==> src/sv/nvnf_fifo.sv <==
`timescale 1ns / 1ps
// Small register queue with occupancy count.
// Depends on nothing; used between front and back and on the result side.
module nvnf_fifo #(
  parameter int DEPTH = 4,
  parameter int WIDTH = 8
) (
  input  logic                       clk,
  input  logic                       rst,
  input  logic                       push,
  input  logic [WIDTH-1:0]           din,
  input  logic                       pop,
  output logic [WIDTH-1:0]           dout,
  output logic                       empty,
  output logic                       full,
  output logic [$clog2(DEPTH+1)-1:0] count
);

  localparam int AW = (DEPTH > 1) ? $clog2(DEPTH) : 1;
  localparam int NW = $clog2(DEPTH + 1);

  logic [WIDTH-1:0] mem [DEPTH];
  logic [AW-1:0]    wr_ptr;
  logic [AW-1:0]    rd_ptr;
  logic             do_push;
  logic             do_pop;

  assign empty   = (count == NW'(0));
  assign full    = (count == NW'(DEPTH));
  assign do_push = push && !full;
  assign do_pop  = pop && !empty;
  assign dout    = mem[rd_ptr];

  always_ff @(posedge clk) begin
    if (do_push) begin
      mem[wr_ptr] <= din;
    end
  end

  always_ff @(posedge clk) begin
    if (rst) begin
      wr_ptr <= '0;
      rd_ptr <= '0;
      count  <= '0;
    end else begin
      if (do_push) begin
        wr_ptr <= (wr_ptr == AW'(DEPTH - 1)) ? '0 : wr_ptr + AW'(1);
      end
      if (do_pop) begin
        rd_ptr <= (rd_ptr == AW'(DEPTH - 1)) ? '0 : rd_ptr + AW'(1);
      end
      case ({do_push, do_pop})
        2'b10:   count <= count + NW'(1);
        2'b01:   count <= count - NW'(1);
        default: count <= count;
      endcase
    end
  end

endmodule

==> config.mk <==
export PLATFORM = sky130hd
export DESIGN_NAME = nvnf_fifo
export DESIGN_NICKNAME = d
export VERILOG_FILES = /design/src/sv/nvnf_fifo.sv
export SDC_FILE = /design/constraint.sdc
export NUM_CORES = 1
export LEC_CHECK = 0
export BUFFER_PORTS_ARGS = -buffer_cell sky130_fd_sc_hd__buf_2
export CAP_MARGIN = 0
export CORE_MARGIN = 1.5
export CORE_UTILIZATION = 53
export CTS_BUF_LIST = sky130_fd_sc_hd__clkbuf_16
export CTS_CLUSTER_DIAMETER = 200
export CTS_CLUSTER_SIZE = 30
export DETAILED_ROUTE_END_ITERATION = 10
export PLACE_DENSITY = 0.85
export SYNTH_ARGS = -nofsm -noshare
export SYNTH_HDL_FRONTEND = slang
export SYNTH_SLANG_ARGS = --single-unit
==> constraint.sdc <==
create_clock -name clk -period 5.4 [get_ports clk]
set_clock_uncertainty 0.2 [all_clocks]
set_input_delay 1.08 -clock clk [delete_from_list [all_inputs] [get_ports clk]]
set_output_delay 1.08 -clock clk [all_outputs]
set_load 0.02 [all_outputs]
# ---- After elaboration in Yosys (flattened, before gate mapping)
# Memories as Yosys holds them, arrays and structs flattened. A register that Yosys moved wholly into a read port is not among the register bits.
# Cells that the tools add are included.
dict set report totals {
  reg_bits 7
  mem_bits_rw 32
  in_bits 12
  out_inout_bits 13
  memories 1
}
# memory depth word_bits read_ports rd_ports_with_merged_regs wr line
set memory_table {}
lappend memory_table {mem 4 8 1 1 1 22} ;# logic [WIDTH-1:0] mem [DEPTH];
dict set report classes {
  add_sub_neg 4
  n_eq_ne 5
  n_mux 7
  n_reduce_logical 6
}
# op count
set op_table {}
lappend op_table {{2-to-1 mux 2 bit} 4}
lappend op_table {{== test 2 bit, second input constant} 3}
lappend op_table {{one-hot mux 3 bit (2 select lines)} 1}
lappend op_table {{adder 2 x 1 -> 2 bit, second input constant} 2}
lappend op_table {{adder 3 x 1 -> 3 bit, second input constant} 1}
lappend op_table {{== test 3 bit, second input constant} 1}
lappend op_table {{zero test 3 bit} 1}
lappend op_table {{subtractor 3 x 1 -> 3 bit, second input constant} 1}
lappend op_table {{== test 2 x 1 -> 1 bit, second input constant} 1}
lappend op_table {{logical AND 1 bit} 2}
lappend op_table {{zero test 1 bit} 2}
lappend op_table {{2-to-1 mux 1 bit} 2}
lappend op_table {{nonzero test 2 bit} 1}

# ---- Logic depth before layout (Yosys ltp)
# Gate-level depths: netlist of run 1.
dict set report logic_depth {
  ltp_word 5
  mapped_depth 10
  ltp_nobuf 9
}

# ---- Worst setup path before layout of run 1
# OpenSTA, ideal clock, no wires.
dict set report synth_timing {
  path_type {input port to flip-flop}
  from {in pop}
  to {reg count[2]}
  setup_ns 0.070
  arrival_ns 2.495
  required_ns 5.130
  path_slack_ns 2.635
  path_stages 8
  path_cell_list {o31ai_1 -> inv_1 -> ha_1 -> inv_1 -> fa_1 -> xor2_1 -> or3_2 -> a21oi_1}
}
dict set report synth_via {
  elab_chain_cells 3
  word_cells_on_any_way 5
}
# element line
set synth_lines {}
lappend synth_lines {{from (decl)} 12} ;# input logic pop,
lappend synth_lines {{logical AND 1 bit (*)} 31} ;# assign do_pop = pop && !empty;
lappend synth_lines {{net do_pop} 26} ;# logic do_pop;
lappend synth_lines {{== test 2 x 1 -> 1 bit or == test 2 bit (tied branches)} 52} ;# case ({do_push, do_pop})
lappend synth_lines {{one-hot mux 3 bit (2 select lines) or nonzero test 2 bit (tied branches)} --}
lappend synth_lines {{to (signal assigned)} 53} ;# 2'b10: count <= count + NW'(1);
lappend synth_lines {{to (signal assigned)} 54} ;# 2'b01: count <= count - NW'(1);
lappend synth_lines {{to (signal assigned)} 55} ;# default: count <= count;
lappend synth_lines {{to (decl)} 16} ;# output logic [$clog2(DEPTH+1)-1:0] count
# Mark *: on every way through the listed nets, which the timed path passes. The rest lies on a longest branch.
# A chain may end at the register's enable or synchronous reset.

==> impl_metrics.yaml, run 1 <==
status:
  outcome: "finished, final reports clean"
synth:
  post-synth-top-count-cell: "edfxtp_1"
  synth_enable_flop_cells: 32
  synth_cell_types: 27
  yosysWarningCount: 0
  ys_top_cells_by_area: "edfxtp_1 (58%), dfxtp_1 (11%), mux4_2 (11%)"
  synthDominantCellAreaShare: 0.583
  synth.top_cells.by_count: "edfxtp_1 (32), dfxtp_1 (9), inv_1 (8), mux4_2 (8), ha_1 (6)"
  synth_area_per_cell_um2: 17.2
  syn_nets: 115
  syn-instance-count: 96
  synth-seq-cells: 41
  synth_top_area_cell: "edfxtp_1"
  async_reset_ff_frac: 0
  yosysSeqAreaShare: 0.692
  netlist_area_um2: 1650
  synth_flop_cell: "edfxtp_1"
die:
  core_um2: 3000
  start_util: 0.549
  die_x_um: 58.8
  die_y_um: 58.8
  die_area_um2: 3450
  io_pins: 25
  rows: 20
sta:
  whs_ns: 0.307
  relSlewSlack: 0.611
  final.period_utilization: 0.549
  drv_slew: 0
  period_minus_slack_ns: 2.96
  fmax_mhz: 337
  tightestPinTransition_ns: 0.579
  final.setup.tns_ns: 0
  rsz0062_at_grt: "no"
  finalSetupViolCount: 0
  hold_viol_final: 0
critical_path:
  reg2regPathDepth: 9
  critPathMaxFanout: 8
  timing_worst_setup_path_type: "reg -> out"
  r2r_end: "count[2]"
  r2r-start: "count[2]"
  rrSetupSlack_ns: 2.59
  worstPathRequired_ns: 4.12
  crit_path_start_kind: "flop"
  crit_path_end_kind: "primary output"
  cp.arrival_ns: 1.68
final_layout:
  fin_area_um2: 1920
  nFillCells: 212
  antennaDiodeCount: 0
  layout.cells.non_filler: 157
  finalNetCount: 142
  drive_above_1_share: 0.355
  area_growth_pct: 16.8
clock_tree:
  clock_latency_ns: 0.28
  post_cts_buffers: 0
  cts_tree: "yes"
  hold_buffers: 0
  cts_buffers: 5
  ctsHtreeMaxLevel: 2
  path_clk_slew_ns: 0.05
  cts.sinks: 41
  cts-resized-gates: 0
  cts_root_buffer: "clkbuf_16"
  clockBufferDepth: 2
route:
  drt_iter0_drc: 22
  drt-pass1-iter-count: 2
  post_drt_wl_per_cell_um: 16.1
  route.vias.total: 888
  route.detailed.drc: 0
  via_per_inst: 5.66
  wirelength_mm: 2.53
  postRouteAntennaNets: 0
grt:
  grt_pass1_wl_mm: 4.25
  track_usage: 0.175
  grt_pass1_vias: 915
  grt_max_degree: 13
  antenna_found_initial: 0
  gr-total-overflow: 0
power:
  power_leakage_uw: 0.000747
  total_power_uw: 941
  vdd_drop_max_mv: 0.252
  power_density_nw_per_um2: 489
placed_design:
  dpl.cell_count: 149
  placed_area_um2: 1790
  dpl.hpwl_mm: 1.77
  portBuffers: 24
  gp_congestion: 0.747
worst_hold_path:
  hold_class: "reg -> reg"
  min_from: "rd_ptr[0]"
  whs_path_depth: 2
job:
  cap_violations: 0
==> per-stage QoR <==
step                      setup slack [ns]  utilization
after detailed placement              2.37        0.595
after global routing                  2.30        0.641
after CTS                             2.37        0.641
after global placement                2.47        0.595
final                                 2.44        0.641
after floorplan                       2.63            -
==> layout by cell type (no fill, tap or decap), types with 4 or more instances in the layout <==
master and n:
nor2_1 4, dfxtp_1 9, ha_1 6, mux4_2 8
buf_2 24, edfxtp_1 32, inv_1 9, clkbuf_16 5
a21oi_1 4
==> sequential cells by signal, indices dropped and copies added, names as in the netlist, named ones only <==
signal and count:
mem 32, rd_ptr 2, count 3, wr_ptr 2
==> critical path, cell delays in order, from the launching register on <==
cell,delay [ns]
dfxtp_1,0.65
mux4_2,0.58
buf_2,0.17
==> where the power goes <==
part / leakage (uW) / internal (uW) / switching [uW] / total [uW]
sequential: 0.000367 / 384 / 38.5 / 423
clock: 0.0000748 / 167 / 106 / 273
combinational: 0.000305 / 108 / 138 / 246
total: 0.000747 / 659 / 282 / 941
==> routing by layer <==
| layer | up-vias | GRT usage | share of wire |
|---|---|---|---|
| li1 | 413 | - | - |
| met1 | 444 | 0.203 | 0.40 |
| met2 | 26 | 0.287 | 0.51 |
| met3 | 5 | 0.0681 | 0.063 |
| met4 | 0 | 0.0779 | 0.021 |
| met5 | - | 0 | 0 |
==> worst max path at each step <==
stage / start / end / slack [ns] / cells after the start
floorplan: pop / count[2] / 2.63 / 8
CTS: flop / dout[7] / 2.37 / 2
detailed placement: push / count[2] / 2.37 / 9
finish: flop / dout[7] / 2.44 / 2
global placement: push / count[2] / 2.47 / 9
global route: flop / dout[4] / 2.30 / 2
==> area by class of cell <==
cell class                 count  area [um^2]  area share
clock inverter                 3         13.8     0.00715
sequential                    41         1140       0.593
multi-input combinational     43          453       0.235
timing repair buffer          24          120      0.0624
tap                           33         41.3      0.0215
clock buffer                   5          125      0.0650
inverter                       8         30.0      0.0156
==> cells by family (layout without fill, tap and decap cells) <==
family                     Yosys count  count (layout)  synth area share
AOI/OAI and AO/OA                    8               8            0.0319
xor gates and xnor gates             2               2            0.0106
adders and majority gates            7               7            0.0577
buffers and inverters               12              40            0.0326
DFF                                 41              41             0.692
muxes                                9               9             0.115
and+or+nand+nor                     17              17            0.0592
Note: power is estimated with default switching activity, not from simulation.
==> inputs of run 2 (changes only) <==
ABC_AREA = 1   (was unset)
CORE_UTILIZATION = 50   (was 53)
PLACE_DENSITY = 0.84   (was 0.85)
clock period = 2.4 ns   (was 5.4 ns; I/O delays follow)
==> run 2 against run 1 <==
Sequential power rose by 120%. Final cell count up 45%. Hold slack worse by 0.091 ns. Synthesized cell count increased by 54%. Area after synthesis is 3.3% higher. Largest cell class unchanged. Non-clock buffer count rose by 5. Flip-flop and latch count unchanged. Core utilization increased by 0.32 points. Critical path depth up 2. Register-to-register slack got worse by 2.2 ns.
==> impl_metrics.yaml, run 2 <==
power:
  p_sw_frac: 0.353
  vdd_drop_max_mv: 0.613
  comb_power_share: 0.329
  pwr-share-clk: 0.264
  internal_power_uw: 1510
  power_density_nw_per_um2: 1150
  switchingPower_uw: 821
  power_leakage_uw: 0.000851
  seqPwrFrac: 0.407
route:
  route.detailed.drc: 0
  wirelength_mm: 3.14
  drt-pass1-iter-count: 4
  drt_iter0_drc: 36
  postRouteAntennaNets: 0
  post_drt_wl_per_cell_um: 13.8
  route.vias.total: 1161
  via_per_inst: 5.11
final_layout:
  layout.cells.non_filler: 227
  finalNetCount: 201
  nFillCells: 248
  top_register: "mem"
  seq_area_um2: 1140
  area_growth_pct: 19.3
  multi_input_comb_area_um2: 463
  utilization: 0.644
  final_common_cell: "edfxtp_1"
  largest_register_ffs: 32
  antennaDiodeCount: 0
  top_regs: "mem x32, count x3"
  final_cell_mix: "edfxtp_1 (32), nor2_1 (30), buf_2 (24)"
  drive_above_1_share: 0.230
worst_hold_path:
  hold_end: "mem[0][5]"
  hold_class: "in -> reg"
  whs_path_depth: 1
  min_from: "din[5]"
synth:
  async_reset_ff_frac: 0
  synth_cell_types: 18
  synth_enable_flop_cells: 32
  yosysSeqAreaShare: 0.671
  synthDominantCellAreaShare: 0.565
  synth_area_per_cell_um2: 11.5
  synthAdderAreaFrac: 0.0559
  synthMuxAreaShare: 0
  yosysWarningCount: 0
  synth_top_family_by_area: "simple AND/OR/NAND/NOR gates"
  synth_flop_cell: "edfxtp_1"
  synth-seq-cells: 41
  post-synth-top-count-cell: "edfxtp_1"
  synth_compound_area_frac: 0.101
  synth.top_cells.by_count: "edfxtp_1 (32), nor2_1 (30), inv_1 (19)"
  syn-instance-count: 148
  ys_top_cells_by_area: "edfxtp_1 (56%), dfxtp_1 (11%), nor2_1 (6.6%)"
  synth-simple-area-share: 0.115
  netlist_area_um2: 1700
  syn_nets: 167
  synth-xor-area-share: 0
  synth_top_area_cell: "edfxtp_1"
sta:
  final.period_utilization: 0.913
  hold_viol_final: 0
  period_minus_slack_ns: 2.19
  fmax_mhz: 457
  relSlewSlack: 0.767
  finalSetupViolCount: 0
  rsz0062_at_grt: "no"
  tightestPinTransition_ns: 0.350
  final.setup.tns_ns: 0
  drv_slew: 0
  worst_slack_ns: 0.209
die:
  die_area_um2: 3760
  die_x_um: 61.3
  io_pins: 25
  core_um2: 3150
  die_y_um: 61.3
  start_util: 0.540
  rows: 20
clock_tree:
  cts_tree: "yes"
  ctsHtreeMaxLevel: 2
  clock_latency_ns: 0.28
  cts_buffers: 5
  path_clk_slew_ns: 0.05
  post_cts_buffers: 0
  cts-resized-gates: 0
  cts_root_buffer: "clkbuf_16"
  clockBufferDepth: 2
  cts.sinks: 41
  hold_buffers: 0
critical_path:
  crit_path_end_kind: "primary output"
  r2r_end: "count[2]"
  cp.arrival_ns: 1.51
  timing_worst_setup_path_type: "reg -> out"
  critPathMaxFanout: 9
  r2r-start: "count[2]"
  rrSetupSlack_ns: 0.35
  crit_path_start_kind: "flop"
  reg2regPathDepth: 13
  worstPathRequired_ns: 1.72
placed_design:
  post-place-ws_ns: 0.364
  portBuffers: 24
  dpl.hpwl_mm: 2.17
  gp_congestion: 0.764
  dpl.cell_count: 219
status:
  outcome: "finished, final reports clean"
grt:
  grt_pass1_wl_mm: 4.66
  grt_max_degree: 17
  antenna_found_initial: 0
  track_usage: 0.182
  grt_pass1_vias: 1099
  gr-total-overflow: 0
job:
  cap_violations: 0
## run 2: per-layer routing
layer | up-vias | wire length, um | part of all wire | track usage
met3 | 5 | 182 | 0.058 | 0.0672
met1 | 555 | 1170 | 0.37 | 0.182
met4 | 0 | 48 | 0.015 | 0.0973
met5 | - | 0 | 0 | 0
li1 | 571 | - | - | -
met2 | 30 | 1740 | 0.55 | 0.328
## run 2: layout make-up
type,count,share of cell area
multi-input cells,85,0.228
clock buffers,5,0.0616
repair buffers,29,0.0776
flip-flops and latches,41,0.562
well taps,44,0.0271
inverters,20,0.0370
clock inverters,3,0.00678
## run 2: how the worst max path moves through the flow
stage,depth (start not counted),slack [ns],end,from
3_3_place_gp,11,0.49,count[2],push
2_1_floorplan,13,0.44,count[2],count[2]
5_1_grt,4,0.13,dout[2],flop
6_report,4,0.21,dout[2],flop
3_5_place_dp,13,0.36,count[2],count[2]
4_1_cts,4,0.16,dout[2],flop
## run 2: per-stage QoR
stage,hold WS [ns],total power [uW],cell area [um^2]
floorplan,0.283,1490,1700
global placement,0.308,1680,1890
detailed placement,0.346,1730,1890
CTS,0.210,2340,2030
global route,0.212,2460,2030
finish,0.216,2330,2030
## run 2: power by group through the flow
stage	clock [uW]	sequential, uW	combinational [uW]
floorplan	0	966	521
global placement	0	952	727
detailed placement	0	963	767
CTS	623	948	773
global route	648	958	854
finish	614	948	765
## run 2: cells by family after synthesis
logic type | after synthesis
and+or+nand+nor | 48
buffers and inverters | 22
DFF | 41
adders and majority gates | 7
AOI/OAI and AO/OA | 30
## run 2: worst max-delay path: stages, from the launching register on
cell	delay, ns
dfxtp_1	0.41
inv_1	0.28
o21ai_0	0.16
o22ai_1	0.18
buf_2	0.20
==> inputs of run 3 (changes only) <==
clock period = 2 ns   (was 2.4 ns; I/O delays follow)
==> run 3 against run 2 <==
Core utilization is 1.5 points higher. Critical path depth is 8 higher. Final cell count is 0.88% higher. Via count is 1.8% higher. Die area stayed put. Flip-flop and latch count stayed put. Largest cell class unchanged. Largest power group unchanged.
==> impl_metrics.yaml, run 3 (synthesis gave the netlist of run 2 again) <==
die:
  start_util: 0.540
  die_area_um2: 3760
  core_um2: 3150
  die_x_um: 61.3
  io_pins: 25
  die_y_um: 61.3
  rows: 20
route:
  post_drt_wl_per_cell_um: 13.9
  wirelength_mm: 3.17
  route.detailed.drc: 0
  via_per_inst: 5.16
  postRouteAntennaNets: 0
  drt_iter0_drc: 55
  drt-pass1-iter-count: 4
  route.vias.total: 1182
final_layout:
  antennaDiodeCount: 0
  top_regs: "mem x32, count x3"
  top_register: "mem"
  largest_register_ffs: 32
  area_growth_pct: 22.1
  final_cell_mix: "edfxtp_1 (32), nor2_1 (29), buf_2 (24)"
  finalNetCount: 203
  seq_area_um2: 1150
  drive_above_1_share: 0.281
  nFillCells: 238
  fin_area_um2: 2080
  multi_input_comb_area_um2: 483
  utilization: 0.659
  final_common_cell: "edfxtp_1"
sta:
  finalSetupViolCount: 0
  final.period_utilization: 0.984
  hold_viol_final: 0
  drv_slew: 0
  rsz0062_at_grt: "yes"
  fmax_mhz: 508
  worst_slack_ns: 0.0319
  relSlewSlack: 0.864
  period_minus_slack_ns: 1.97
  whs_ns: 0.135
  tightestPinTransition_ns: 0.204
  final.setup.tns_ns: 0
grt:
  track_usage: 0.192
  grt_max_degree: 17
  grt_pass1_wl_mm: 4.95
  antenna_found_initial: 0
  gr-total-overflow: 0
  met3_usage: 0.0840
  grt_pass1_vias: 1194
  grt_use_met2: 0.328
  met1_usage: 0.187
  grt_busiest_layer: "met2"
critical_path:
  cp.arrival_ns: 1.94
  crit_path_end_kind: "flop"
  critPathBufInv: 3
  critPathMaxFanout: 5
  critPathMaxStageDelay_ns: 0.36
  crit_path_start_kind: "flop"
  cp_top_family: "simple AND/OR/NAND/NOR gates"
  timing_worst_setup_path_type: "reg -> reg"
  cp_cell_sequence: "nor2_4, nand2_2, nand2_4, ha_2, inv_1, fa_2, inv_1, nand2_1, nand3_1, nand2_1, inv_1, nor2_1"
  worstPathRequired_ns: 1.98
  critical_path.slowest_cell: "dfxtp_4"
  crit_top_cell: "inv_1"
clock_tree:
  cts_root_buffer: "clkbuf_16"
  path_clk_slew_ns: 0.05
  clock_latency_ns: 0.28
  clockBufferDepth: 2
  hold_buffers: 0
  cts_buffers: 5
  ctsHtreeMaxLevel: 2
  cts.sinks: 41
  cts_tree: "yes"
power:
  vdd_drop_max_mv: 0.653
  power_density_nw_per_um2: 1380
  power_leakage_uw: 0.000868
placed_design:
  portBuffers: 24
  gp_congestion: 0.775
  dpl.hpwl_mm: 2.12
  placed_area_um2: 1890
  post-place-ws_ns: -0.0705
worst_hold_path:
  hold_class: "in -> reg"
status:
  outcome: "finished, final reports clean"
job:
  cap_violations: 0
## run 3: changes by cell type in the layout (fill, tap and decap cells not counted), sizes merged
cell / delta
clkinv: -2
buf: +2
inv: +2
## run 3: path summary, 6_finish.rpt
check / slack, ns / start / endpoint / cells past startpoint
worst max register to register: 0.03 / count[1] / count[2] / 12
worst min-delay path: 0.14 / din[1] / mem[1][1] / 1
worst max-delay path: 0.03 / count[1] / count[2] / 12
worst min register to register: 0.33 / rd_ptr[1] / flop / 2
## run 3: worst reg2reg max path, delay by kind of cell (launching register included)
kind          cells  cell delay (ns)
simple gates      7             0.56
fa+ha+maj         2             0.55
buf+inv           3             0.19
flops             1             0.36
## run 3: per-layer routing
layer,share of wire,vias to the layer above,routed length (um)
li1,-,575,-
met1,0.40,547,1270
met2,0.51,50,1600
met3,0.069,10,218
met4,0.024,0,75
met5,0,-,0
## run 3: stage by stage
| step | instances | total power (uW) |
|---|---|---|
| global placement | 219 | 2020 |
| floorplan | 148 | 1780 |
| CTS | 227 | 2840 |
| global route | 229 | 3020 |
| finish | 229 | 2880 |
| detailed placement | 219 | 2090 |
## run 3: final cells by class
type | instances | area share
repair buffers | 31 | 0.0831
clock inverters | 3 | 0.00542
well taps | 44 | 0.0265
inverters | 20 | 0.0373
flip-flops and latches | 41 | 0.555
clock buffers | 5 | 0.0602
multi-input cells | 85 | 0.233
## run 3: report_power, final
| group | leakage (uW) | switching (uW) | total [uW] | internal [uW] |
|---|---|---|---|---|
| Combinational | 0.000420 | 638 | 984 | 346 |
| Clock | 0.0000776 | 275 | 722 | 447 |
| Sequential | 0.000370 | 107 | 1170 | 1060 |
## run 3: timing repair
| action | 4_1_cts | 5_1_grt |
|---|---|---|
| endpoints found under the hold margin | 0 | 0 |
| setup buffers | 0 | 2 |
| pin swaps | 1 | 1 |
| gates resized for setup | 8 | 8 |
| endpoints found under the setup margin | 7 | 8 |
