### src/sv/nvnf_pkg.sv
`timescale 1ns / 1ps
// Shared constants and types of the nearest value neighbour filter.
// No dependencies; the front, back and top-level files import this package.
package nvnf_pkg;

  localparam int PIXEL_W        = 8;
  localparam int FRAME_WIDTH_W  = 12;
  localparam int FRAME_HEIGHT_W = 13;
  localparam int CFG_DATA_W     = 13;
  localparam int CFG_INDEX_W    = 1;

  localparam int MAX_WIDTH_DEFAULT  = 2048;
  localparam int MAX_HEIGHT_DEFAULT = 4096;

  localparam logic [FRAME_WIDTH_W-1:0]  FRAME_WIDTH_RESET  = FRAME_WIDTH_W'(640);
  localparam logic [FRAME_HEIGHT_W-1:0] FRAME_HEIGHT_RESET = FRAME_HEIGHT_W'(480);

  localparam logic [CFG_INDEX_W-1:0] REG_FRAME_WIDTH  = CFG_INDEX_W'(0);
  localparam logic [CFG_INDEX_W-1:0] REG_FRAME_HEIGHT = CFG_INDEX_W'(1);

  localparam logic FUNC_PIXEL = 1'b0;
  localparam logic FUNC_DRAIN = 1'b1;

  localparam int COL_QUEUE_DEPTH = 4;
  localparam int COL_COUNT_W     = $clog2(COL_QUEUE_DEPTH + 1);
  localparam int OUT_QUEUE_DEPTH = 2;

  typedef struct packed {
    logic [PIXEL_W-1:0] top;
    logic [PIXEL_W-1:0] mid;
    logic [PIXEL_W-1:0] sample;
    logic               mid_ok;
  } column_t;

  typedef struct packed {
    logic [PIXEL_W-1:0] pixel;
    logic               end_of_row;
    logic               end_of_frame;
  } result_t;

endpackage

### src/sv/nvnf_back.sv
`timescale 1ns / 1ps
// Back end: shifts columns into the 3x3 window, tracks the output raster
// position and picks the nearest neighbour for interior pixels. Depends on nvnf_pkg.
module nvnf_back #(
  parameter int MAX_WIDTH  = 2048,
  parameter int MAX_HEIGHT = 4096
) (
  input  logic                               clk,
  input  logic                               rst,
  input  logic                               restart,
  input  logic [$clog2(MAX_WIDTH+1)-1:0]     width,
  input  logic [$clog2(MAX_HEIGHT+1)-1:0]    height,
  input  logic                               col_avail,
  input  nvnf_pkg::column_t                  col_data,
  output logic                               col_pop,
  input  logic                               res_full,
  output logic                               res_push,
  output nvnf_pkg::result_t                  res_data
);
  import nvnf_pkg::*;

  localparam int CW = $clog2(MAX_WIDTH);
  localparam int RW = $clog2(MAX_HEIGHT);

  function automatic logic [PIXEL_W-1:0] nearest(
    input logic [PIXEL_W-1:0]        centre,
    input logic [7:0][PIXEL_W-1:0]   cand
  );
    logic [7:0][PIXEL_W-1:0] d;
    logic [3:0][PIXEL_W-1:0] d1;
    logic [3:0][PIXEL_W-1:0] v1;
    logic [1:0][PIXEL_W-1:0] d2;
    logic [1:0][PIXEL_W-1:0] v2;
    for (int k = 0; k < 8; k++) begin
      d[k] = (cand[k] > centre) ? cand[k] - centre : centre - cand[k];
    end
    for (int k = 0; k < 4; k++) begin
      if (d[2*k+1] < d[2*k]) begin
        d1[k] = d[2*k+1];
        v1[k] = cand[2*k+1];
      end else begin
        d1[k] = d[2*k];
        v1[k] = cand[2*k];
      end
    end
    for (int k = 0; k < 2; k++) begin
      if (d1[2*k+1] < d1[2*k]) begin
        d2[k] = d1[2*k+1];
        v2[k] = v1[2*k+1];
      end else begin
        d2[k] = d1[2*k];
        v2[k] = v1[2*k];
      end
    end
    return (d2[1] < d2[0]) ? v2[1] : v2[0];
  endfunction

  logic [2:0][2:0][PIXEL_W-1:0] win;
  logic [2:0]                   col_valid;
  logic [CW-1:0]                out_column;
  logic [RW-1:0]                out_row;
  logic                         emit;
  logic                         interior;
  logic                         eor;
  logic                         eof;
  logic                         advance;
  logic                         last_col;
  logic                         last_row;
  logic [7:0][PIXEL_W-1:0]      cand;

  assign advance  = col_avail && (!emit || !res_full);
  assign col_pop  = advance;
  assign res_push = emit && !res_full;
  assign last_col = (32'(out_column) + 32'd1 == 32'(width));
  assign last_row = (32'(out_row) + 32'd1 == 32'(height));

  always_ff @(posedge clk) begin
    if (advance) begin
      for (int r = 0; r < 3; r++) begin
        win[r][0] <= win[r][1];
        win[r][1] <= win[r][2];
      end
      win[0][2] <= col_data.top;
      win[1][2] <= col_data.mid;
      win[2][2] <= col_data.sample;
      interior  <= (out_column != '0) && (32'(out_column) + 32'd2 <= 32'(width)) &&
                   (out_row != '0) && (32'(out_row) + 32'd2 <= 32'(height));
      eor       <= last_col;
      eof       <= last_col && last_row;
    end
  end

  always_ff @(posedge clk) begin
    if (rst || restart) begin
      col_valid  <= '0;
      out_column <= '0;
      out_row    <= '0;
      emit       <= 1'b0;
    end else if (advance) begin
      col_valid <= {col_data.mid_ok, col_valid[2], col_valid[1]};
      emit      <= col_valid[2];
      if (col_valid[2]) begin
        if (last_col) begin
          out_column <= '0;
          out_row    <= last_row ? '0 : out_row + RW'(1);
        end else begin
          out_column <= out_column + CW'(1);
        end
      end
    end else if (res_push) begin
      emit <= 1'b0;
    end
  end

  assign cand = {win[2][2], win[2][1], win[2][0], win[1][2],
                 win[1][0], win[0][2], win[0][1], win[0][0]};

  assign res_data.pixel        = interior ? nearest(win[1][1], cand) : win[1][1];
  assign res_data.end_of_row   = eor;
  assign res_data.end_of_frame = eof;

endmodule

### config.mk
export PLATFORM = sky130hd
export DESIGN_NAME = nvnf_back
export DESIGN_NICKNAME = d
export VERILOG_FILES = /design/src/sv/nvnf_pkg.sv /design/src/sv/nvnf_back.sv
export SDC_FILE = /design/constraint.sdc
export NUM_CORES = 1
export LEC_CHECK = 0
export BUFFER_PORTS_ARGS = -buffer_cell sky130_fd_sc_hd__buf_2
export CORE_MARGIN = 4
export CORE_UTILIZATION = 49
export DETAILED_ROUTE_END_ITERATION = 10
export GPL_ROUTABILITY_DRIVEN = 0
export HOLD_SLACK_MARGIN = 0.06
export PLACE_DENSITY = 0.65
export SLEW_MARGIN = 20
export SYNTH_ARGS = -nofsm -noshare
export SYNTH_HDL_FRONTEND = slang
export SYNTH_SLANG_ARGS = --single-unit
### constraint.sdc
create_clock -name clk -period 14.67 [get_ports clk]
set_input_delay 2.934 -clock clk [delete_from_list [all_inputs] [get_ports clk]]
set_output_delay 2.934 -clock clk [all_outputs]
set_load 0.01 [all_outputs]
Word-level counts from Yosys, hierarchy flattened
Index checks and enable logic that the tools add are counted.
Storage, ports and cells
  register bits after elaboration: 102
  bits in latches: 0
  bits in writable memories: 0
  memory bits (read-only): 0
  input bits: 55
  output and inout bits: 12
  logic and storage cells: 98
  memories: 0
Operators by class
  add/subtract/negate cells: 22
  multiply operators: 0
  divide/modulo/power cells: 0
  order comparisons: 17
  eq/ne operators: 2
  shift-type cells: 0
  multiplexer cells: 26
  bitwise operators: 0
  reduce and logical (&&, ||, !) cells: 15
Operators by type and width (count)
  $mux W8: 22
  $sub A8 B8 Y8: 16
  $gt A8 B8 Y1: 8
  $lt A8 B8 Y1: 7
  $add A12 B1 Y13 const B: 1
  $add A12 B2 Y13 const B: 1
  $eq A13 B13 Y1: 1
  $le A13 B13 Y1: 1
  $add A11 B1 Y12 const B: 1
  $add A11 B2 Y12 const B: 1
  $add A12 B1 Y12 const B: 1
  $eq A12 B12 Y1: 1
  $le A12 B12 Y1: 1
  $mux W12: 1
  $reduce_bool A12 Y1: 1
  $add A11 B1 Y11 const B: 1
  $mux W11: 1
  $reduce_bool A11 Y1: 1
  $logic_and A1 B1 Y1: 6
  $reduce_and A3 Y1: 1
  $logic_not A1 Y1: 2
  $logic_or A1 B1 Y1: 2
  $mux W1: 2
  $reduce_and A2 Y1: 1
  $reduce_bool A2 Y1: 1

Longest topological paths before layout
Gate-level depths: netlist of run 1.
  depth in word-level cells: 9
  mapped depth: 44
  depth with buffers taken out: 40

Least setup slack after synthesis of run 1
Ideal clock, no wire load.
  path kind: flip-flop to output port
  start point: register win[33] (netlist bit)
  end point: output res_data[2] (netlist bit)
  arrival time: 9495 ps
  data required time: 11736 ps
  setup slack: 2241 ps
  cell stages (with the launch flop): 39
  buffers on the path: 5
  cell sequence: edfxtp_1 -> inv_1 -> fa_1 -> nand3_1 -> a21oi_1 -> o22a_1 -> buf_4 -> clkbuf_1 -> mux2i_1 -> o21ai_0 -> a311oi_1 -> xnor2_1 -> inv_1 -> ha_1 -> a21o_1 -> a21o_1 -> a21o_1 -> a211oi_1 -> (+3 left out) -> clkbuf_1 -> o21ai_0 -> ha_1 -> a21o_1 -> a21o_1 -> a21oi_1 -> nand2_1 -> nor3_1 -> and4_1 -> a31oi_1 -> o41ai_4 -> buf_6 -> mux2_2 -> ha_1 -> and4_1 -> a221oi_1 -> o2111ai_1 -> o21ai_0
RTL lines
  from (decl): line nvnf_back.sv:58  | logic [2:0][2:0][PIXEL_W-1:0] win;
  from (signal, indexed assignment): line nvnf_back.sv:80  | win[r][0] <= win[r][1];
  from (signal, indexed assignment): line nvnf_back.sv:81  | win[r][1] <= win[r][2];
  to (decl): line nvnf_back.sv:18  | output nvnf_pkg::result_t res_data

==> flow_summary.toml, run 1 <==
[setup_path]
r2r_slack_ns = 10.35
cp_max_fo = 30
rr_worst_depth = 9
r2r-end = "out_row[2]"
crit_start = "win[34]"
critPathLaunchType = "register"
cp.arrival_ns = 11.02
cp_common_cell = "a21o_1"
cp.required_ns = 11.74
r2r-start = "out_column[2]"
cpMaxStageDelayCell = "o41ai_4"
critPathMaxStageDelay_ns = 0.78
setup.worst_path.class = "register to output port"
cp-end-kind = "output port"

[synthesis]
ys.flop_type = "edfxtp_1"
ys_types = 81
synth.area.top_cells = "ha_1 20%, edfxtp_1 19%, mux2i_1 7.7%"
ys_async_sr_fraction_pct = 0
netlist.area_leader.share_pct = 20.1
ys_warn_count = 0
syn_area_um2 = 12100
seq_area_frac_synth_pct = 22.7
syn_area_per_cell_um2 = 8.88
synth-seq-cells = 100
synth_enable_flop_cells = 75
synthCells = 1368
synth_top_cell_by_area = "ha_1"
syn-num-nets = 1634

[finish]
final_cell_mix = "195 x ha_1, 157 x inv_1, 98 x a21oi_1, 94 x mux2i_1, 76 x nand2_1"
antennaDiodeCount = 0
drive_gt1_share_pct = 11.0
area_growth_pct = 7.40
fin_util_pct = 53.6
instances_no_fill = 1730
mostFrequentLayoutCell = "ha_1"
nNetsFinal = 1667
final_area_um2 = 13000

[die]
coreArea_um2 = 24300
row_count = 57
io_pins = 67
initial_core_util_pct = 49.9
die_w_um = 165
die_y_um = 165
die_area_um2 = 27400

[hold_path]
worstHoldStart = "win[39]"
hp-class = "register to register"
hold_end = "cand[31]"
hold_depth = 0

[global_routing]
grt_antenna_before_repair = 4
overflow = 0
groute.usage.overall_pct = 25.0
grt_max_degree = 76
first_global_vias = 9892
grt_pass1_wl_um = 53400

[drt]
dr.pass1.iters = 5
vias_per_cell = 5.83
routed_wl_um = 33400
vias = 10093
detail-route-antenna-nets = 0
drt_iter0_markers = 833
wl_per_cell_um = 19.3
drc = 0

[cts]
cts.sinks = 100
clk_latency_ns = 0.37
cts_tree = "built"
cts-root-buf = "clkbuf_16"
cts_max_level = 3
cts.clk_slew.worst_paths_ns = 0.08
hold_buffers = 0
cts_buffers = 9
ctsLongestPathBuffers = 2

[sta]
fmax_ghz = 0.0716
finalCriticalPeriod_ns = 13.96
fin_worst_skew_ns = 0.0128
slew_headroom_pct = 27.2
drv_slew = 0
final.setup.worst_slack_ns = 0.711
worstMarginPinSlew_ns = 1.09
fin_tns_setup_ns = 0
rsz0062_at_grt = "no"
holdWs_ns = 0.485
fin_crit_sh_pct = 95.2
finalHoldViolCount = 0
setup_viol = 0

[placement]
dp_cells = 1714
port_buffers = 66
dp_hpwl_um = 26600
dp_slack_ns = 0.979
postPlaceCellArea_um2 = 12700

[outcome]
outcome = "completed"

[power]
ir_worst_vdd_v = 0.000149
power.total_mw = 1.97
leakagePower_nw = 6.09
powerDensity_nw_per_um2 = 151

[run]
drv_cap = 0
-- flip-flops by register name, summed over array words and instances, names as in the netlist --
register    count
col_valid       1
out_row        12
emit            1
eor             1
win             8
cand           64
eof             1
out_column     11
interior        1
-- synthesized netlist by cell type (all sizes together) (3+ instances only) --
| cell | n |
|---|---|
| a21o | 34 |
| nand3 | 29 |
| nand4 | 30 |
| a31o | 3 |
| inv | 157 |
| mux2 | 30 |
| or3b | 6 |
| and2 | 7 |
| o2111ai | 3 |
| o21bai | 8 |
| nor2 | 66 |
| fa | 16 |
| or3 | 12 |
| clkbuf | 34 |
| o31ai | 4 |
| o221ai | 3 |
| a21oi | 99 |
| edfxtp | 75 |
| a211oi | 17 |
| ha | 195 |
| a31oi | 21 |
| nand2 | 78 |
| or2 | 4 |
| nor4 | 8 |
| a221o | 4 |
| o22ai | 3 |
| and3 | 6 |
| xnor2 | 62 |
| o211ai | 4 |
| o21a | 18 |
| mux2i | 94 |
| or4 | 3 |
| dfxtp | 25 |
| nor3 | 15 |
| maj3 | 3 |
| and4 | 3 |
| o22a | 3 |
| nand2b | 8 |
| a221oi | 6 |
| xor2 | 36 |
| buf | 20 |
| o21ai | 75 |
| nor2b | 14 |
-- worst max path at each step --
stage | end | slack [ns] | cells past startpoint
6_report | res_data[9] | 0.71 | 35
5_1_grt | res_data[9] | 0.01 | 35
4_1_cts | res_data[9] | 0.53 | 36
3_5_place_dp | res_data[9] | 0.98 | 36
3_3_place_gp | res_data[9] | 1.30 | 36
2_1_floorplan | res_data[2] | 2.24 | 38
-- cells by family (layout without fill, tap and decap cells) --
family / after synthesis / in the layout / share of synthesized area [%]
AO/OA/AOI/OAI: 324 / 324 / 17.3
AND/OR/NAND/NOR: 297 / 297 / 12.4
adder cells (fa/ha/maj): 214 / 214 / 23.0
buffers and inverters: 211 / 249 / 6.99
multiplexers: 124 / 124 / 10.6
flip-flops: 100 / 100 / 22.7
XOR/XNOR: 98 / 98 / 7.07
-- power breakdown --
| group | switching [mW] | internal [mW] | leakage (nW) |
|---|---|---|---|
| logic | 0.801 | 0.567 | 5.00 |
| clock network | 0.130 | 0.139 | 0.159 |
| registers | 0.0175 | 0.318 | 0.938 |
| total | 0.949 | 1.02 | 6.09 |
-- critical path: cells and delay by family (launching register included) --
family / cells / cell delay, ns
compound gates: 19 / 5.29
buf+inv: 3 / 0.95
xor+xnor: 1 / 0.22
mux: 2 / 0.53
simple gates: 6 / 1.48
fa+ha+maj: 4 / 1.48
flops: 1 / 0.70
-- cell type report --
cell class / count / area, um2
multi-input cells: 1057 / 8560
flip-flops and latches: 100 / 2750
clock inverters: 7 / 103
clock buffers: 9 / 225
well taps: 324 / 405
repair buffers: 76 / 405
fillers: 2277 / 11300
inverters: 157 / 589
-- per-layer routing --
layer  vias to the layer above  global-route usage [%]  part of all wire [%]
met2                       320                    39.4                    44
met3                        68                    4.86                   7.0
met1                      4723                    34.5                    46
met4                         8                    8.32                   2.8
li1                       4974                       -                     -
met5                         -                       0                  0.13
-- repair_timing --
| action | 4_1_cts | 5_1_grt |
|---|---|---|
| setup buffers | 0 | 0 |
| gates resized for setup | 0 | 2 |
| hold endpoints to repair | 0 | 0 |
| endpoints found under the setup margin | 0 | 8 |
Power figures use the tool's default switching activity.
==> inputs of run 2 (changes only) <==
- RECOVER_POWER: unset -> 100
==> flow_summary.toml, run 2 (synthesis results as in run 1) <==
[outcome]
outcome = "finished with violations"
violations = "max-capacitance violations, max-slew violations"

[placement]
port_buffers = 66
postPlaceCellArea_um2 = 12700
dp_hpwl_um = 26600

[global_routing]
overflow = 0
grt_pass1_wl_um = 53400
grt_antenna_before_repair = 4
grt_max_degree = 76
first_global_vias = 9892
groute.usage.overall_pct = 25.0

[cts]
cts_buffers = 9
cts.clk_slew.worst_paths_ns = 0.08
cts-root-buf = "clkbuf_16"
cts_tree = "built"
cts_max_level = 3
ctsLongestPathBuffers = 2
clk_latency_ns = 0.37
hold_buffers = 0
cts.sinks = 100

[drt]
vias = 10078
drt_iter0_markers = 823
wl_per_cell_um = 19.3
routed_wl_um = 33400
drc = 0
detail-route-antenna-nets = 0
dr.pass1.iters = 5
vias_per_cell = 5.83

[power]
leakagePower_nw = 6.04
powerDensity_nw_per_um2 = 151
ir_worst_vdd_v = 0.000146
power.total_mw = 1.97

[finish]
final_cell_mix = "195 x ha_1, 157 x inv_1, 98 x a21oi_1, 94 x mux2i_1, 76 x nand2_1"
final_area_um2 = 13000
antennaDiodeCount = 0
fin_util_pct = 53.4
drive_gt1_share_pct = 9.67
mostFrequentLayoutCell = "ha_1"
area_growth_pct = 7.02
nNetsFinal = 1667
largest_register_ffs = 64
fillCellCount = 2295

[die]
row_count = 57
die_y_um = 165
die_w_um = 165
initial_core_util_pct = 49.9
die_area_um2 = 27400
io_pins = 67
coreArea_um2 = 24300

[sta]
slew_headroom_pct = -192
drv_slew = 117
finalHoldViolCount = 0
setup_viol = 0
fmax_ghz = 0.0717
fin_crit_sh_pct = 95.0
fin_tns_setup_ns = 0
fin_worst_skew_ns = 0.0145
worstMarginPinSlew_ns = 4.37
finalCriticalPeriod_ns = 13.94
rsz0062_at_grt = "no"

[setup_path]
cp.arrival_ns = 11.01
cp_common_cell = "a21o_1"
critPathLaunchType = "register"
cp-end-kind = "output port"
cpMaxStageDelayCell = "o41ai_4"
critPathMaxStageDelay_ns = 0.79
setup.worst_path.class = "register to output port"
cp_max_fo = 30
cp.required_ns = 11.74

[hold_path]
hp-class = "register to register"

[run]
drv_cap = 3
==> run 2: changes by cell type in the layout (fill, tap and decap cells not counted), sizes merged <==
| cell | before | now |
|---|---|---|
| clkbuf | 9 | 26 |
| buf | 76 | 59 |
==> run 2: path summary, 6_finish.rpt <==
check | startpoint | end | slack, ns | depth (start not counted)
worst min register to register | win[39] | cand[31] | 0.48 | 0
worst max-delay path | win[34] | res_data[8] | 0.73 | 35
worst min-delay path | win[39] | cand[31] | 0.48 | 0
worst max register to register | out_column[0] | out_row[2] | 7.86 | 11
==> run 2: per-stage QoR <==
stage	cells	hold slack, ns	setup WS (ns)
2_1_floorplan	1368	0.426	2.24
3_3_place_gp	1714	0.433	1.30
3_5_place_dp	1714	0.466	0.979
4_1_cts	1730	0.495	0.529
5_1_grt	1730	0.507	0.0122
6_report	1730	0.485	0.730
==> run 2: final cells by class <==
class | count | area [um2] | share of cell area [%]
multi-input cells | 1057 | 8540 | 65.7
flip-flops and latches | 100 | 2750 | 21.2
inverters | 157 | 589 | 4.53
well taps | 324 | 405 | 3.12
repair buffers | 76 | 380 | 2.93
clock buffers | 9 | 225 | 1.73
clock inverters | 7 | 103 | 0.789
==> run 2: power breakdown <==
part           switching (mW)  internal, mW  total (mW)
Clock                   0.130         0.139       0.269
Sequential             0.0174         0.319       0.336
Combinational           0.802         0.561        1.36
==> run 2: critical path: cells and delay by family (launching register included) <==
family / cells / cell delay [ns]
buffers and inverters: 3 / 0.93
AND/OR/NAND/NOR: 6 / 1.49
flip-flops: 1 / 0.70
multiplexers: 2 / 0.52
XOR/XNOR: 1 / 0.22
AO/OA/AOI/OAI: 19 / 5.32
adder cells (fa/ha/maj): 4 / 1.47
==> run 2: layer usage <==
metal,GRT usage [%],vias to the layer above,wire [um]
li1,-,4968,-
met1,34.5,4698,15300
met2,39.4,332,14700
met3,4.86,72,2390
met4,8.32,8,979
met5,0,-,44
==> run 2: what timing repair did <==
action                                  4_1_cts  5_1_grt
endpoints found under the setup margin        0        8
resized for setup                             0        2
buffers inserted                              0        0
==> inputs of run 3 (changes only) <==
- PLACE_DENSITY: 0.65 -> unset
- PLACE_DENSITY_LB_ADDON: unset -> 0.2
==> flow_summary.toml, run 3 (synthesis results as in run 1) <==
[power]
ir_worst_vdd_v = 0.000161
leakagePower_nw = 6.02
p_int_mw = 1.02
switchingPower_mw = 0.947
powerDensity_nw_per_um2 = 151
power.total_mw = 1.96
switching_share_pct = 48.2
seqPwrFrac_pct = 17.2
p_comb_share_pct = 69.2
clkPwrFrac_pct = 13.6

[drt]
drt_iter0_markers = 990
drc = 0
wl_per_cell_um = 19.5
detail-route-antenna-nets = 0
vias_per_cell = 5.84
routed_wl_um = 33700
vias = 10103
dr.pass1.iters = 8

[cts]
clk_latency_ns = 0.37
cts_buffers = 9
cts.clk_slew.worst_paths_ns = 0.08
cts_tree = "built"
ctsLongestPathBuffers = 2
cts_max_level = 3
cts.sinks = 100
post_cts_buffers = 0
cts-root-buf = "clkbuf_16"
hold_buffers = 0
cts_resized = 0

[setup_path]
cp_max_fo = 30
rr_worst_depth = 9
cp-end-kind = "output port"
r2r_slack_ns = 7.81
cp.buffers_inverters = 4
cpMaxStageDelayCell = "edfxtp_1"
cp_common_cell = "a21o_1"
critPathMaxStageDelay_ns = 0.80
cp.required_ns = 11.74
cp.arrival_ns = 10.97
crit_family = "compound AO/OA/AOI/OAI gates"
critPathLaunchType = "register"
setup.worst_path.class = "register to output port"
r2r-end = "out_row[2]"
r2r-start = "out_column[2]"

[sta]
setup_viol = 0
rsz0062_at_grt = "no"
fmax_ghz = 0.0719
fin_crit_sh_pct = 94.8
final.setup.worst_slack_ns = 0.761
holdWs_ns = 0.479
finalHoldViolCount = 0
finalCriticalPeriod_ns = 13.91
worstMarginPinSlew_ns = 3.05
slew_headroom_pct = -108
fin_worst_skew_ns = 0.0158
drv_slew = 96
fin_tns_setup_ns = 0

[finish]
area_growth_pct = 6.84
mostFrequentLayoutCell = "ha_1"
final_area_um2 = 13000
instances_no_fill = 1729
fin_util_pct = 53.4
final_cell_mix = "195 x ha_1, 157 x inv_1, 98 x a21oi_1, 94 x mux2i_1, 78 x nand2_1"
drive_gt1_share_pct = 9.40
nNetsFinal = 1666
antennaDiodeCount = 0
largest_register_ffs = 64

[placement]
dp_hpwl_um = 26600
port_buffers = 66
dp_slack_ns = 0.809
postPlaceCellArea_um2 = 12700
dp_cells = 1712

[outcome]
violations = "max-capacitance violations, max-slew violations"
outcome = "finished with violations"

[global_routing]
groute.usage.overall_pct = 24.9
grt_pass1_wl_um = 53100
grt_antenna_before_repair = 3
grt_max_degree = 43
first_global_vias = 9655
overflow = 0

[die]
row_count = 57
die_w_um = 165
coreArea_um2 = 24300
io_pins = 67
die_y_um = 165
die_area_um2 = 27400
initial_core_util_pct = 49.9

[hold_path]
worstHoldStart = "win[39]"
hp-class = "register to register"
hold_depth = 0
hold_end = "cand[31]"

[run]
drv_cap = 3
==> run 3: cell count changes in the layout (fill, tap and decap cells not counted), moves of 2 or more <==
cell      previous run  this run
clkinv_4             2         0
nand2_1             76        78
clkbuf_1            16        18
nand2_2              2         0
==> run 3: final cells by class <==
| class | instances | area, um2 |
|---|---|---|
| clock buffers | 9 | 225 |
| clock inverters | 7 | 91.3 |
| fillers | 2293 | 11300 |
| inverters | 157 | 589 |
| multi-input cells | 1057 | 8540 |
| flip-flops and latches | 100 | 2750 |
| well taps | 324 | 405 |
| repair buffers | 75 | 370 |
==> run 3: worst max-delay path by stage <==
| stage | startpoint | to | slack [ns] | cells past startpoint |
|---|---|---|---|---|
| after floorplan | win[33] | res_data[2] | 2.24 | 38 |
| after global placement | win[33] | res_data[9] | 1.01 | 36 |
| after detailed placement | win[33] | res_data[5] | 0.81 | 36 |
| after CTS | win[33] | res_data[5] | 0.39 | 36 |
| after global routing | win[33] | res_data[8] | 0.06 | 36 |
| final | win[34] | res_data[5] | 0.76 | 36 |
==> run 3: layer usage <==
| metal | up-vias | routed length (um) | global-route usage (%) |
|---|---|---|---|
| met5 | - | 34 | 0 |
| li1 | 4961 | - | - |
| met4 | 6 | 962 | 8.44 |
| met1 | 4715 | 15600 | 35.3 |
| met3 | 71 | 2420 | 4.47 |
| met2 | 350 | 14600 | 38.3 |
==> run 3: power groups by stage <==
stage | Sequential [mW] | Clock, mW | Combinational [mW]
after floorplan | 0.334 | 0 | 0.997
after global placement | 0.343 | 0 | 1.31
after detailed placement | 0.343 | 0 | 1.33
after CTS | 0.337 | 0.272 | 1.34
after global routing | 0.339 | 0.285 | 1.48
final | 0.337 | 0.268 | 1.36
